===== config.mk =====
export PLATFORM = sky130hd
export DESIGN_NAME = tsp_reduced_matrix_bound
export DESIGN_NICKNAME = d
export VERILOG_FILES = /design/src/rtl/trmb_pkg.sv /design/src/rtl/trmb_cell.sv /design/src/rtl/tsp_reduced_matrix_bound.sv
export SDC_FILE = /design/constraint.sdc
export NUM_CORES = 2
export LEC_CHECK = 0
export ABC_AREA = 1
export BUFFER_PORTS_ARGS = -buffer_cell sky130_fd_sc_hd__buf_2
export CORE_MARGIN = 3
export CORE_UTILIZATION = 45
export CTS_BUF_LIST = sky130_fd_sc_hd__clkbuf_16
export DETAILED_ROUTE_END_ITERATION = 16
export GPL_ROUTABILITY_DRIVEN = 1
export PLACE_DENSITY = 0.63
export SETUP_SLACK_MARGIN = 0.4
export SYNTH_ARGS = -nofsm -noshare
export SYNTH_HDL_FRONTEND = slang
export SYNTH_HIERARCHICAL = 1
export SYNTH_SLANG_ARGS = --single-unit

===== constraint.sdc =====
create_clock -name clk_i -period 225 [get_ports clk_i]
set_clock_uncertainty 0.05 [all_clocks]
set_input_delay 22.5 -clock clk_i [delete_from_list [all_inputs] [get_ports clk_i]]
set_output_delay 22.5 -clock clk_i [all_outputs]
set_load 0.01 [all_outputs]

===== src/rtl/trmb_pkg.sv =====
`default_nettype none

package trmb_pkg;

  localparam int CFG_AW  = 3;
  localparam int BOUND_W = 32;
  localparam int REM_W   = 5;
  localparam int CITY_W  = 4;

  // register index, taken from paddr[2]
  localparam logic REG_CITY_COUNT = 1'b0;

  typedef enum logic [1:0] {
    PASS_MOD,
    PASS_ROW,
    PASS_COL
  } pass_e;

endpackage

`default_nettype wire


===== src/rtl/trmb_cell.sv =====
`default_nettype none

module trmb_cell #(
  parameter int W = 24
) (
  input  wire logic         clk_i,
  input  wire logic         shift_i,
  input  wire logic [W-1:0] d_i,
  output logic      [W-1:0] q_o
);

  logic [W-1:0] val_q;

  always_ff @(posedge clk_i) begin
    if (shift_i) begin
      val_q <= d_i;
    end
  end

  assign q_o = val_q;

endmodule

`default_nettype wire


===== src/rtl/tsp_reduced_matrix_bound.sv =====
// Channel  Signals                                          Direction
// -------  -----------------------------------------------  ---------
// in       in_valid_i/in_ready_o, mode/row/col/cost/last/city  in
// out      out_valid_o/out_ready_i, lower_bound/infinite/rem/complete  out
// cfg      psel/penable/pwrite/paddr/pwdata/prdata/pready      in/out
//
// The cost matrix circulates through a ring of MAX_CITIES^2 cells; one
// processing head sees one entry per cycle, so one sweep covers all N = MAX_CITIES^2 entries.
// A plain load runs only the modify sweep. A last load or an extend runs
// the modify/row-min sweep, the row-subtract/col-min sweep, the col-subtract
// sweep and the visited count. A rejected extend runs only the visited count.
// Reset clears control and path state; matrix cells are not reset.
// A finished beat waits in the output register; a new beat is taken meanwhile.
`default_nettype none

module tsp_reduced_matrix_bound
  import trmb_pkg::*;
#(
  parameter int MAX_CITIES = 16,
  parameter int COST_BITS  = 24
) (
  input  wire logic                clk_i,
  input  wire logic                rst_ni,
  input  wire logic                psel,
  input  wire logic                penable,
  input  wire logic                pwrite,
  input  wire logic [CFG_AW-1:0]   paddr,
  input  wire logic [31:0]         pwdata,
  output logic      [31:0]         prdata,
  output logic                     pready,
  input  wire logic                in_valid_i,
  output logic                     in_ready_o,
  input  wire logic                mode_i,
  input  wire logic [CITY_W-1:0]   row_i,
  input  wire logic [CITY_W-1:0]   col_i,
  input  wire logic [23:0]         cost_i,
  input  wire logic                last_entry_i,
  input  wire logic [CITY_W-1:0]   city_i,
  output logic                     out_valid_o,
  input  wire logic                out_ready_i,
  output logic      [BOUND_W-1:0]  lower_bound_o,
  output logic                     bound_infinite_o,
  output logic      [REM_W-1:0]    remaining_o,
  output logic                     path_complete_o
);

  localparam int IW    = $clog2(MAX_CITIES);
  localparam int NW    = $clog2(MAX_CITIES + 1);
  localparam int NCELL = MAX_CITIES * MAX_CITIES;
  localparam logic [COST_BITS-1:0] INF = '1;
  localparam logic [IW-1:0] LAST_IDX = IW'(MAX_CITIES - 1);

  typedef enum logic [1:0] {
    ST_IDLE,
    ST_RUN,
    ST_CNT,
    ST_FIN
  } state_e;

  state_e            state_q;
  pass_e             pass_q;
  logic [IW-1:0]     rc_q, cc_q;
  logic [4:0]        city_count_q;
  logic [NW-1:0]     n_w;

  logic              mode_q, last_q, lin_q, prev_q;
  logic [IW-1:0]     lr_q, lc_q, a_q, b_q;
  logic [COST_BITS-1:0] lcost_q;
  logic [MAX_CITIES-1:0] visited_q;
  logic [IW-1:0]     last_city_q;
  logic [NW-1:0]     plen_q;
  logic [BOUND_W-1:0] bound_q;
  logic              binf_q;
  logic [NW-1:0]     cnt_q, cnt_d;

  logic [COST_BITS-1:0] run_min_q;
  logic [COST_BITS-1:0] rowmin_q [MAX_CITIES];
  logic [COST_BITS-1:0] colmin_q [MAX_CITIES];

  logic              out_valid_q;
  logic [BOUND_W-1:0] out_bound_q;
  logic              out_inf_q;
  logic [REM_W-1:0]  out_rem_q;
  logic              out_done_q;

  // ---------------- configuration ----------------
  always_comb begin
    if (city_count_q < 5'd2) begin
      n_w = NW'(2);
    end else if (32'(city_count_q) > 32'(MAX_CITIES)) begin
      n_w = NW'(MAX_CITIES);
    end else begin
      n_w = NW'(city_count_q);
    end
  end

  assign pready = 1'b1;
  assign prdata = (paddr[2] == REG_CITY_COUNT) ? 32'(city_count_q) : 32'd0;

  always_ff @(posedge clk_i or negedge rst_ni) begin
    if (!rst_ni) begin
      city_count_q <= 5'd16;
    end else if (psel && penable && pwrite && paddr[2] == REG_CITY_COUNT) begin
      city_count_q <= pwdata[4:0];
    end
  end

  // ---------------- cell ring ----------------
  logic [COST_BITS-1:0] cell_q [NCELL];
  logic [COST_BITS-1:0] head_d;
  logic                 shift_w;

  assign shift_w = (state_q == ST_RUN);

  for (genvar k = 0; k < NCELL; k++) begin : g_ring
    logic [COST_BITS-1:0] d_w;
    if (k == NCELL - 1) begin : g_tail
      assign d_w = head_d;
    end else begin : g_mid
      assign d_w = cell_q[k+1];
    end
    trmb_cell #(.W(COST_BITS)) u_cell (
      .clk_i  (clk_i),
      .shift_i(shift_w),
      .d_i    (d_w),
      .q_o    (cell_q[k])
    );
  end

  // ---------------- processing head ----------------
  logic [COST_BITS-1:0] v_w, m_w, cur_w, nmin_w, ccur_w, ncol_w;
  logic                 ra_w, ca_w, act_w;
  logic                 add_en_w, force_inf_w;
  logic [COST_BITS-1:0] add_v_w;
  logic [BOUND_W:0]     sum_w;

  assign v_w   = cell_q[0];
  assign ra_w  = NW'(rc_q) < n_w;
  assign ca_w  = NW'(cc_q) < n_w;
  assign act_w = ra_w && ca_w;

  always_comb begin
    head_d      = v_w;
    m_w         = INF;
    add_en_w    = 1'b0;
    force_inf_w = 1'b0;
    add_v_w     = '0;
    case (pass_q)
      PASS_MOD: begin
        if (!mode_q) begin
          if (lin_q && rc_q == lr_q && cc_q == lc_q) begin
            head_d = (lr_q == lc_q) ? INF : lcost_q;
          end
        end else begin
          if (prev_q && rc_q == a_q && cc_q == b_q) begin
            if (v_w == INF) begin
              force_inf_w = 1'b1;
            end else begin
              add_en_w = 1'b1;
              add_v_w  = v_w;
            end
          end
          if ((prev_q && ((rc_q == a_q && ca_w) || (cc_q == b_q && ra_w)))
              || (rc_q == b_q && visited_q[cc_q])) begin
            head_d = INF;
          end
        end
      end
      PASS_ROW: begin
        m_w = rowmin_q[rc_q];
        if (act_w && m_w != INF && v_w != INF) begin
          head_d = v_w - m_w;
        end
        if (cc_q == '0 && ra_w && m_w != INF) begin
          add_en_w = 1'b1;
          add_v_w  = m_w;
        end
      end
      PASS_COL: begin
        m_w = colmin_q[cc_q];
        if (act_w && m_w != INF && v_w != INF) begin
          head_d = v_w - m_w;
        end
        if (rc_q == '0 && ca_w && m_w != INF) begin
          add_en_w = 1'b1;
          add_v_w  = m_w;
        end
      end
      default: ;
    endcase
  end

  assign cur_w  = (cc_q == '0) ? INF : run_min_q;
  assign nmin_w = (act_w && head_d < cur_w) ? head_d : cur_w;
  assign ccur_w = (rc_q == '0) ? INF : colmin_q[cc_q];
  assign ncol_w = (act_w && head_d < ccur_w) ? head_d : ccur_w;
  assign sum_w  = {1'b0, bound_q} + (BOUND_W+1)'(add_v_w);

  always_ff @(posedge clk_i) begin
    if (state_q == ST_RUN) begin
      if (pass_q == PASS_MOD) begin
        run_min_q <= nmin_w;
        if (cc_q == LAST_IDX) begin
          rowmin_q[rc_q] <= nmin_w;
        end
      end
      if (pass_q == PASS_ROW) begin
        colmin_q[cc_q] <= ncol_w;
      end
    end
  end

  // ---------------- input decode ----------------
  logic [31:0]   row32, col32, city32, cost32;
  logic [IW-1:0] bidx_w;
  logic          bad_w;

  assign row32  = 32'(row_i);
  assign col32  = 32'(col_i);
  assign city32 = 32'(city_i);
  assign cost32 = 32'(cost_i);
  assign bidx_w = city32[IW-1:0];
  assign bad_w  = (city32 >= 32'(n_w)) || visited_q[bidx_w];

  assign cnt_d = (ca_w && visited_q[cc_q]) ? cnt_q + NW'(1) : cnt_q;

  always_ff @(posedge clk_i) begin
    if (in_valid_i && in_ready_o) begin
      lr_q    <= row32[IW-1:0];
      lc_q    <= col32[IW-1:0];
      lcost_q <= cost32[COST_BITS-1:0];
    end
  end

  // ---------------- control ----------------
  logic [NW-1:0] rem_w;
  assign rem_w = n_w - cnt_q;

  always_ff @(posedge clk_i or negedge rst_ni) begin
    if (!rst_ni) begin
      state_q     <= ST_IDLE;
      pass_q      <= PASS_MOD;
      rc_q        <= '0;
      cc_q        <= '0;
      mode_q      <= 1'b0;
      last_q      <= 1'b0;
      lin_q       <= 1'b0;
      prev_q      <= 1'b0;
      a_q         <= '0;
      b_q         <= '0;
      visited_q   <= '0;
      last_city_q <= '0;
      plen_q      <= '0;
      bound_q     <= '0;
      binf_q      <= 1'b0;
      cnt_q       <= '0;
      out_valid_q <= 1'b0;
      out_bound_q <= '0;
      out_inf_q   <= 1'b0;
      out_rem_q   <= '0;
      out_done_q  <= 1'b0;
    end else begin
      if (out_ready_i && state_q != ST_FIN) begin
        out_valid_q <= 1'b0;
      end
      unique case (state_q)
        ST_IDLE: begin
          if (in_valid_i) begin
            mode_q <= mode_i;
            last_q <= last_entry_i;
            pass_q <= PASS_MOD;
            cnt_q  <= '0;
            if (!mode_i) begin
              lin_q   <= (row32 < 32'(MAX_CITIES)) && (col32 < 32'(MAX_CITIES));
              state_q <= ST_RUN;
              if (last_entry_i) begin
                visited_q   <= '0;
                last_city_q <= '0;
                plen_q      <= '0;
                bound_q     <= '0;
                binf_q      <= 1'b0;
              end
            end else if (bad_w) begin
              state_q <= ST_CNT;
            end else begin
              a_q                 <= last_city_q;
              prev_q              <= (plen_q != '0);
              b_q                 <= bidx_w;
              visited_q[bidx_w]   <= 1'b1;
              last_city_q         <= bidx_w;
              plen_q              <= plen_q + NW'(1);
              state_q             <= ST_RUN;
            end
          end
        end
        ST_RUN: begin
          if (force_inf_w) begin
            binf_q  <= 1'b1;
            bound_q <= '1;
          end else if (add_en_w && !binf_q) begin
            if (sum_w[BOUND_W]) begin
              binf_q  <= 1'b1;
              bound_q <= '1;
            end else begin
              bound_q <= sum_w[BOUND_W-1:0];
            end
          end
          if (cc_q == LAST_IDX) begin
            cc_q <= '0;
            if (rc_q == LAST_IDX) begin
              rc_q <= '0;
              case (pass_q)
                PASS_MOD: begin
                  if (!mode_q && !last_q) begin
                    state_q <= ST_IDLE;
                  end else begin
                    pass_q <= PASS_ROW;
                  end
                end
                PASS_ROW: pass_q <= PASS_COL;
                default:  state_q <= ST_CNT;
              endcase
            end else begin
              rc_q <= rc_q + IW'(1);
            end
          end else begin
            cc_q <= cc_q + IW'(1);
          end
        end
        ST_CNT: begin
          // tally visited cities below n, one per cycle
          cnt_q <= cnt_d;
          if (cc_q == LAST_IDX) begin
            cc_q    <= '0;
            state_q <= ST_FIN;
          end else begin
            cc_q <= cc_q + IW'(1);
          end
        end
        ST_FIN: begin
          // hold until the previous result beat has left
          if (!out_valid_q || out_ready_i) begin
            out_valid_q <= 1'b1;
            out_bound_q <= binf_q ? '1 : bound_q;
            out_inf_q   <= binf_q;
            out_rem_q   <= REM_W'(rem_w);
            out_done_q  <= (rem_w == '0);
            state_q     <= ST_IDLE;
          end
        end
        default: state_q <= ST_IDLE;
      endcase
    end
  end

  assign in_ready_o       = (state_q == ST_IDLE);
  assign out_valid_o      = out_valid_q;
  assign lower_bound_o    = out_bound_q;
  assign bound_infinite_o = out_inf_q;
  assign remaining_o      = out_rem_q;
  assign path_complete_o  = out_done_q;

  // ---------------- assertions ----------------
  a_ring_home: assert property (@(posedge clk_i) disable iff (!rst_ni)
    (state_q != ST_RUN && state_q != ST_CNT) |-> (rc_q == '0 && cc_q == '0))
    else $error("sweep counters not at home outside a sweep");

  a_inf_sat: assert property (@(posedge clk_i) disable iff (!rst_ni)
    binf_q |-> (bound_q == '1))
    else $error("infinite bound without saturated accumulator");

  a_accept_busy: assert property (@(posedge clk_i) disable iff (!rst_ni)
    (in_valid_i && in_ready_o) |=> (state_q != ST_IDLE))
    else $error("accepted beat did not start work");

endmodule

`default_nettype wire


==> impl_metrics.toml <==
[status]
status = "finished, final reports clean"

[critical_path]
reg2reg_slack_ns = 215.12
r2r_start = "cc_q[0]$_DFFE_PN0P_"
end_kind = "output port"
worstPathRequired_ns = 202.45
rr_worst_depth = 31
reg2reg_to = "rowmin_q[10][18]$_DFFE_PP_"
arrival_ns = 22.86
worstPathCellList = "buf_2 > nor2_1 > buf_2"
path_class = "in -> out"
crit_slowest_cell = "buf_2"
crit_fanout = 6
crit_path_start_kind = "primary input"
crit_path_frequent_cell = "buf_2"
cpPeakStageDelay_ns = 0.13

[worst_hold_path]
hold_path_end = "g_ring[191].u_cell/q_o[7]$_DFFE_PP_"
min_path_type = "reg -> reg"
min_from = "g_ring[192].u_cell/q_o[7]$_DFFE_PP_"
holdPathStages = 0

[clock_network]
cts-resized-gates = 0
tritoncts = "done"
clock_latency_ns = 1.03
clockBufferDepth = 4
cts.sinks = 7100
cts_root_buf = "clkbuf_16"
clk_pin_slew_ns = 0.06
ctsHoldBuffers = 0
htreeDepth = 6
cts_buffers = 667
postCtsSetupBuffers = 0

[route]
finalWirelength_um = 369000
antenna_left = 0
viasPerCell = 4.90
post_drt_wl_per_cell_um = 19.0
drtIter0Drc = 10900
dr.pass1.iters = 6
drc = 0
vias = 95200

[global_routing]
antenna_found_initial = 17
grtUsageTotal_pct = 13.7
grt_overflow_total = 0
grt_max_degree = 220
first_global_vias = 89100
grt_pass1_wl_um = 558000

[logic_synthesis]
synth-compound-area-share_pct = 1.90
muxShareOfSynthArea_pct = 0.00969
synthFlopType = "edfxtp_1"
synthAdderAreaFrac_pct = 0.815
synth.distinct_cells = 60
synth_top_family_by_area = "simple AND/OR/NAND/NOR gates"
async_reset_ff_share_pct = 1.86
synth_xor_area_share_pct = 0.252
ys_warn_count = 6
synth-edff-count = 6968
ys_seq_area_share_pct = 91.4
synthesis.area_um2 = 232000
synthSimpleGateAreaFrac_pct = 4.19
ys_ff_latch = 7100
syn_inst = 11300
postSynthAreaPerCell_um2 = 20.5

[placement]
dpl.hpwl_um = 199000
place_area_um2 = 242000
gp_congestion = 0.913
io_buffers = 96

[sta]
min_period_ns = 45.41
max_freq_mhz = 22.0
rsz0062_at_grt = "false"
hold_viol = 0
slew_headroom_pct = 17.5
worst_pin_slew_ns = 1.24
setup_tns_ns = 0
finalCritPeriodShare_pct = 20.2
slew_viol_final = 0
setup_viol = 0

[power]
comb_power_share_pct = 0.7
p_int_uw = 2050
ir_drop_v = 0.00000797
clkPwrFrac_pct = 42.4
p_per_area_nw_per_um2 = 9.61
switching_share_pct = 19.0
power_frac_seq_pct = 56.9
leakagePower_uw = 0.108
netSwitchingPower_uw = 481

[final_layout]
layout_common_cells = "6968 x edfxtp_1, 1539 x nand2_1, 672 x clkbuf_16"
synthToLayoutAreaGrowth_pct = 13.2
drive_above_1_share_pct = 9.78
layout_commonest_cell = "edfxtp_1"
nets = 12200
fillers = 39800
final_area_um2 = 263000
final_util_pct = 51.2

[floorplan]
core_um2 = 514000
die-height_um = 725
placementRows = 263
dieArea_um2 = 525000
die_x_um = 725
pin_count = 154
start_util_pct = 45.3

[job]
max_cap_viol_count = 0
[worst max path at each step]
stage / slack [ns] / cells after the start / end / start
after floorplan: 52.83 / 3 / state_q[0]$_DFFE_PN0P_ / state_q[0]$_DFFE_PN0P_
after global placement: 179.59 / 3 / prdata[0] / paddr[2]
after detailed placement: 179.58 / 3 / prdata[2] / paddr[2]
after CTS: 179.58 / 3 / prdata[2] / paddr[2]
after global routing: 179.53 / 3 / prdata[2] / paddr[2]
final: 179.59 / 3 / prdata[1] / paddr[2]
[synth_stat cells (4+ instances only)]
| cell | instances | area (µm²) |
|---|---|---|
| or2_2 | 8 | 50.1 |
| nor2_2 | 5 | 31.3 |
| buf_2 | 84 | 420 |
| fa_1 | 4 | 80.1 |
| o22ai_1 | 43 | 269 |
| nor2_1 | 575 | 2160 |
| a21oi_1 | 244 | 1220 |
| nor3_1 | 56 | 280 |
| xor2_1 | 43 | 377 |
| o211ai_1 | 33 | 248 |
| nor4_1 | 9 | 56.3 |
| buf_6 | 7 | 78.8 |
| o2111ai_1 | 6 | 52.6 |
| xnor2_1 | 24 | 210 |
| o221ai_1 | 22 | 193 |
| o21ai_1 | 75 | 375 |
| a211oi_1 | 9 | 67.6 |
| nand2_1 | 1540 | 5780 |
| ha_1 | 145 | 1810 |
| buf_1 | 8 | 30.0 |
| o21bai_1 | 9 | 67.6 |
| nand2_4 | 4 | 45.0 |
| o21ai_0 | 296 | 1480 |
| clkbuf_1 | 87 | 327 |
| o31ai_1 | 5 | 37.5 |
| edfxtp_1 | 6968 | 209000 |
| nand2_2 | 4 | 25.0 |
| a31oi_1 | 17 | 106 |
| nand3_1 | 210 | 1050 |
| a21boi_0 | 6 | 45.0 |
| inv_2 | 8 | 30.0 |
| inv_1 | 507 | 1900 |
| a22oi_1 | 7 | 52.6 |
| buf_4 | 57 | 428 |
| nand4_1 | 27 | 169 |
| dfrtp_1 | 131 | 3280 |
| o21a_1 | 7 | 52.6 |
[worst max-delay path, delay by kind of cell]
family                 cells  cell delay, ns
buffers and inverters      2            0.26
and+or+nand+nor            1            0.10
[sequential cells by signal, indices dropped and copies added (netlist names), 2 cells and up]
signal and count:
a_q 4, g_ring.u_cell/q_o 6144, pass_q 2, remaining_o 5, b_q 4, lower_bound_o 32, lc_q 4, state_q 2
colmin_q 384, visited_q 16, bound_q 32, cnt_q 5, run_min_q 24, cc_q 4, lr_q 4, plen_q 5
lcost_q 24, last_city_q 4, city_count_q 5, rc_q 4, rowmin_q 384
[metal layers]
layer	up-vias	track usage (%)	wire length [µm]
met3	765	2.47	23800
li1	43900	-	-
met2	2549	17.6	147000
met4	4	5.16	13700
met5	-	0	23
met1	48000	22.9	185000
[power groups by stage]
stage / Clock (µW) / Sequential, µW / Combinational [µW]
after CTS: 1110 / 1440 / 17.8
after global routing: 1160 / 1440 / 19.9
after global placement: 0 / 1470 / 17.2
final: 1070 / 1440 / 18.1
after detailed placement: 0 / 1470 / 17.8
after floorplan: 0 / 1470 / 11.0
[per-stage QoR]
stage	hold WS [ns]	power, µW	setup slack [ns]	instances
after floorplan	0.350	1480	52.83	11400
after global placement	0.350	1480	179.59	18200
after detailed placement	0.355	1490	179.58	18200
after CTS	0.303	2570	179.58	19400
after global routing	0.314	2620	179.53	19400
final	0.317	2530	179.59	19400
[logic make-up after synthesis]
| kind of cell | after synthesis |
|---|---|
| AND/OR/NAND/NOR | 2449 |
| other | 2 |
| adder cells (fa/ha/maj) | 149 |
| multiplexers | 2 |
| AO/OA/AOI/OAI | 795 |
| flip-flops | 7100 |
| XOR/XNOR | 67 |
| buffers and inverters | 762 |
[layout make-up]
class | instances | area, µm² | share of cell area, %
Multi-Input combinational cell | 3490 | 17100 | 6.49
Clock inverter | 535 | 4520 | 1.72
Inverter | 518 | 1950 | 0.742
Sequential cell | 7100 | 213000 | 80.8
Clock buffer | 672 | 16800 | 6.39
Timing Repair Buffer | 227 | 1620 | 0.616
Antenna cell | 4 | 10.0 | 0.00380
Tap cell | 6890 | 8620 | 3.28
No activity file was read; power rests on OpenSTA's default activity.
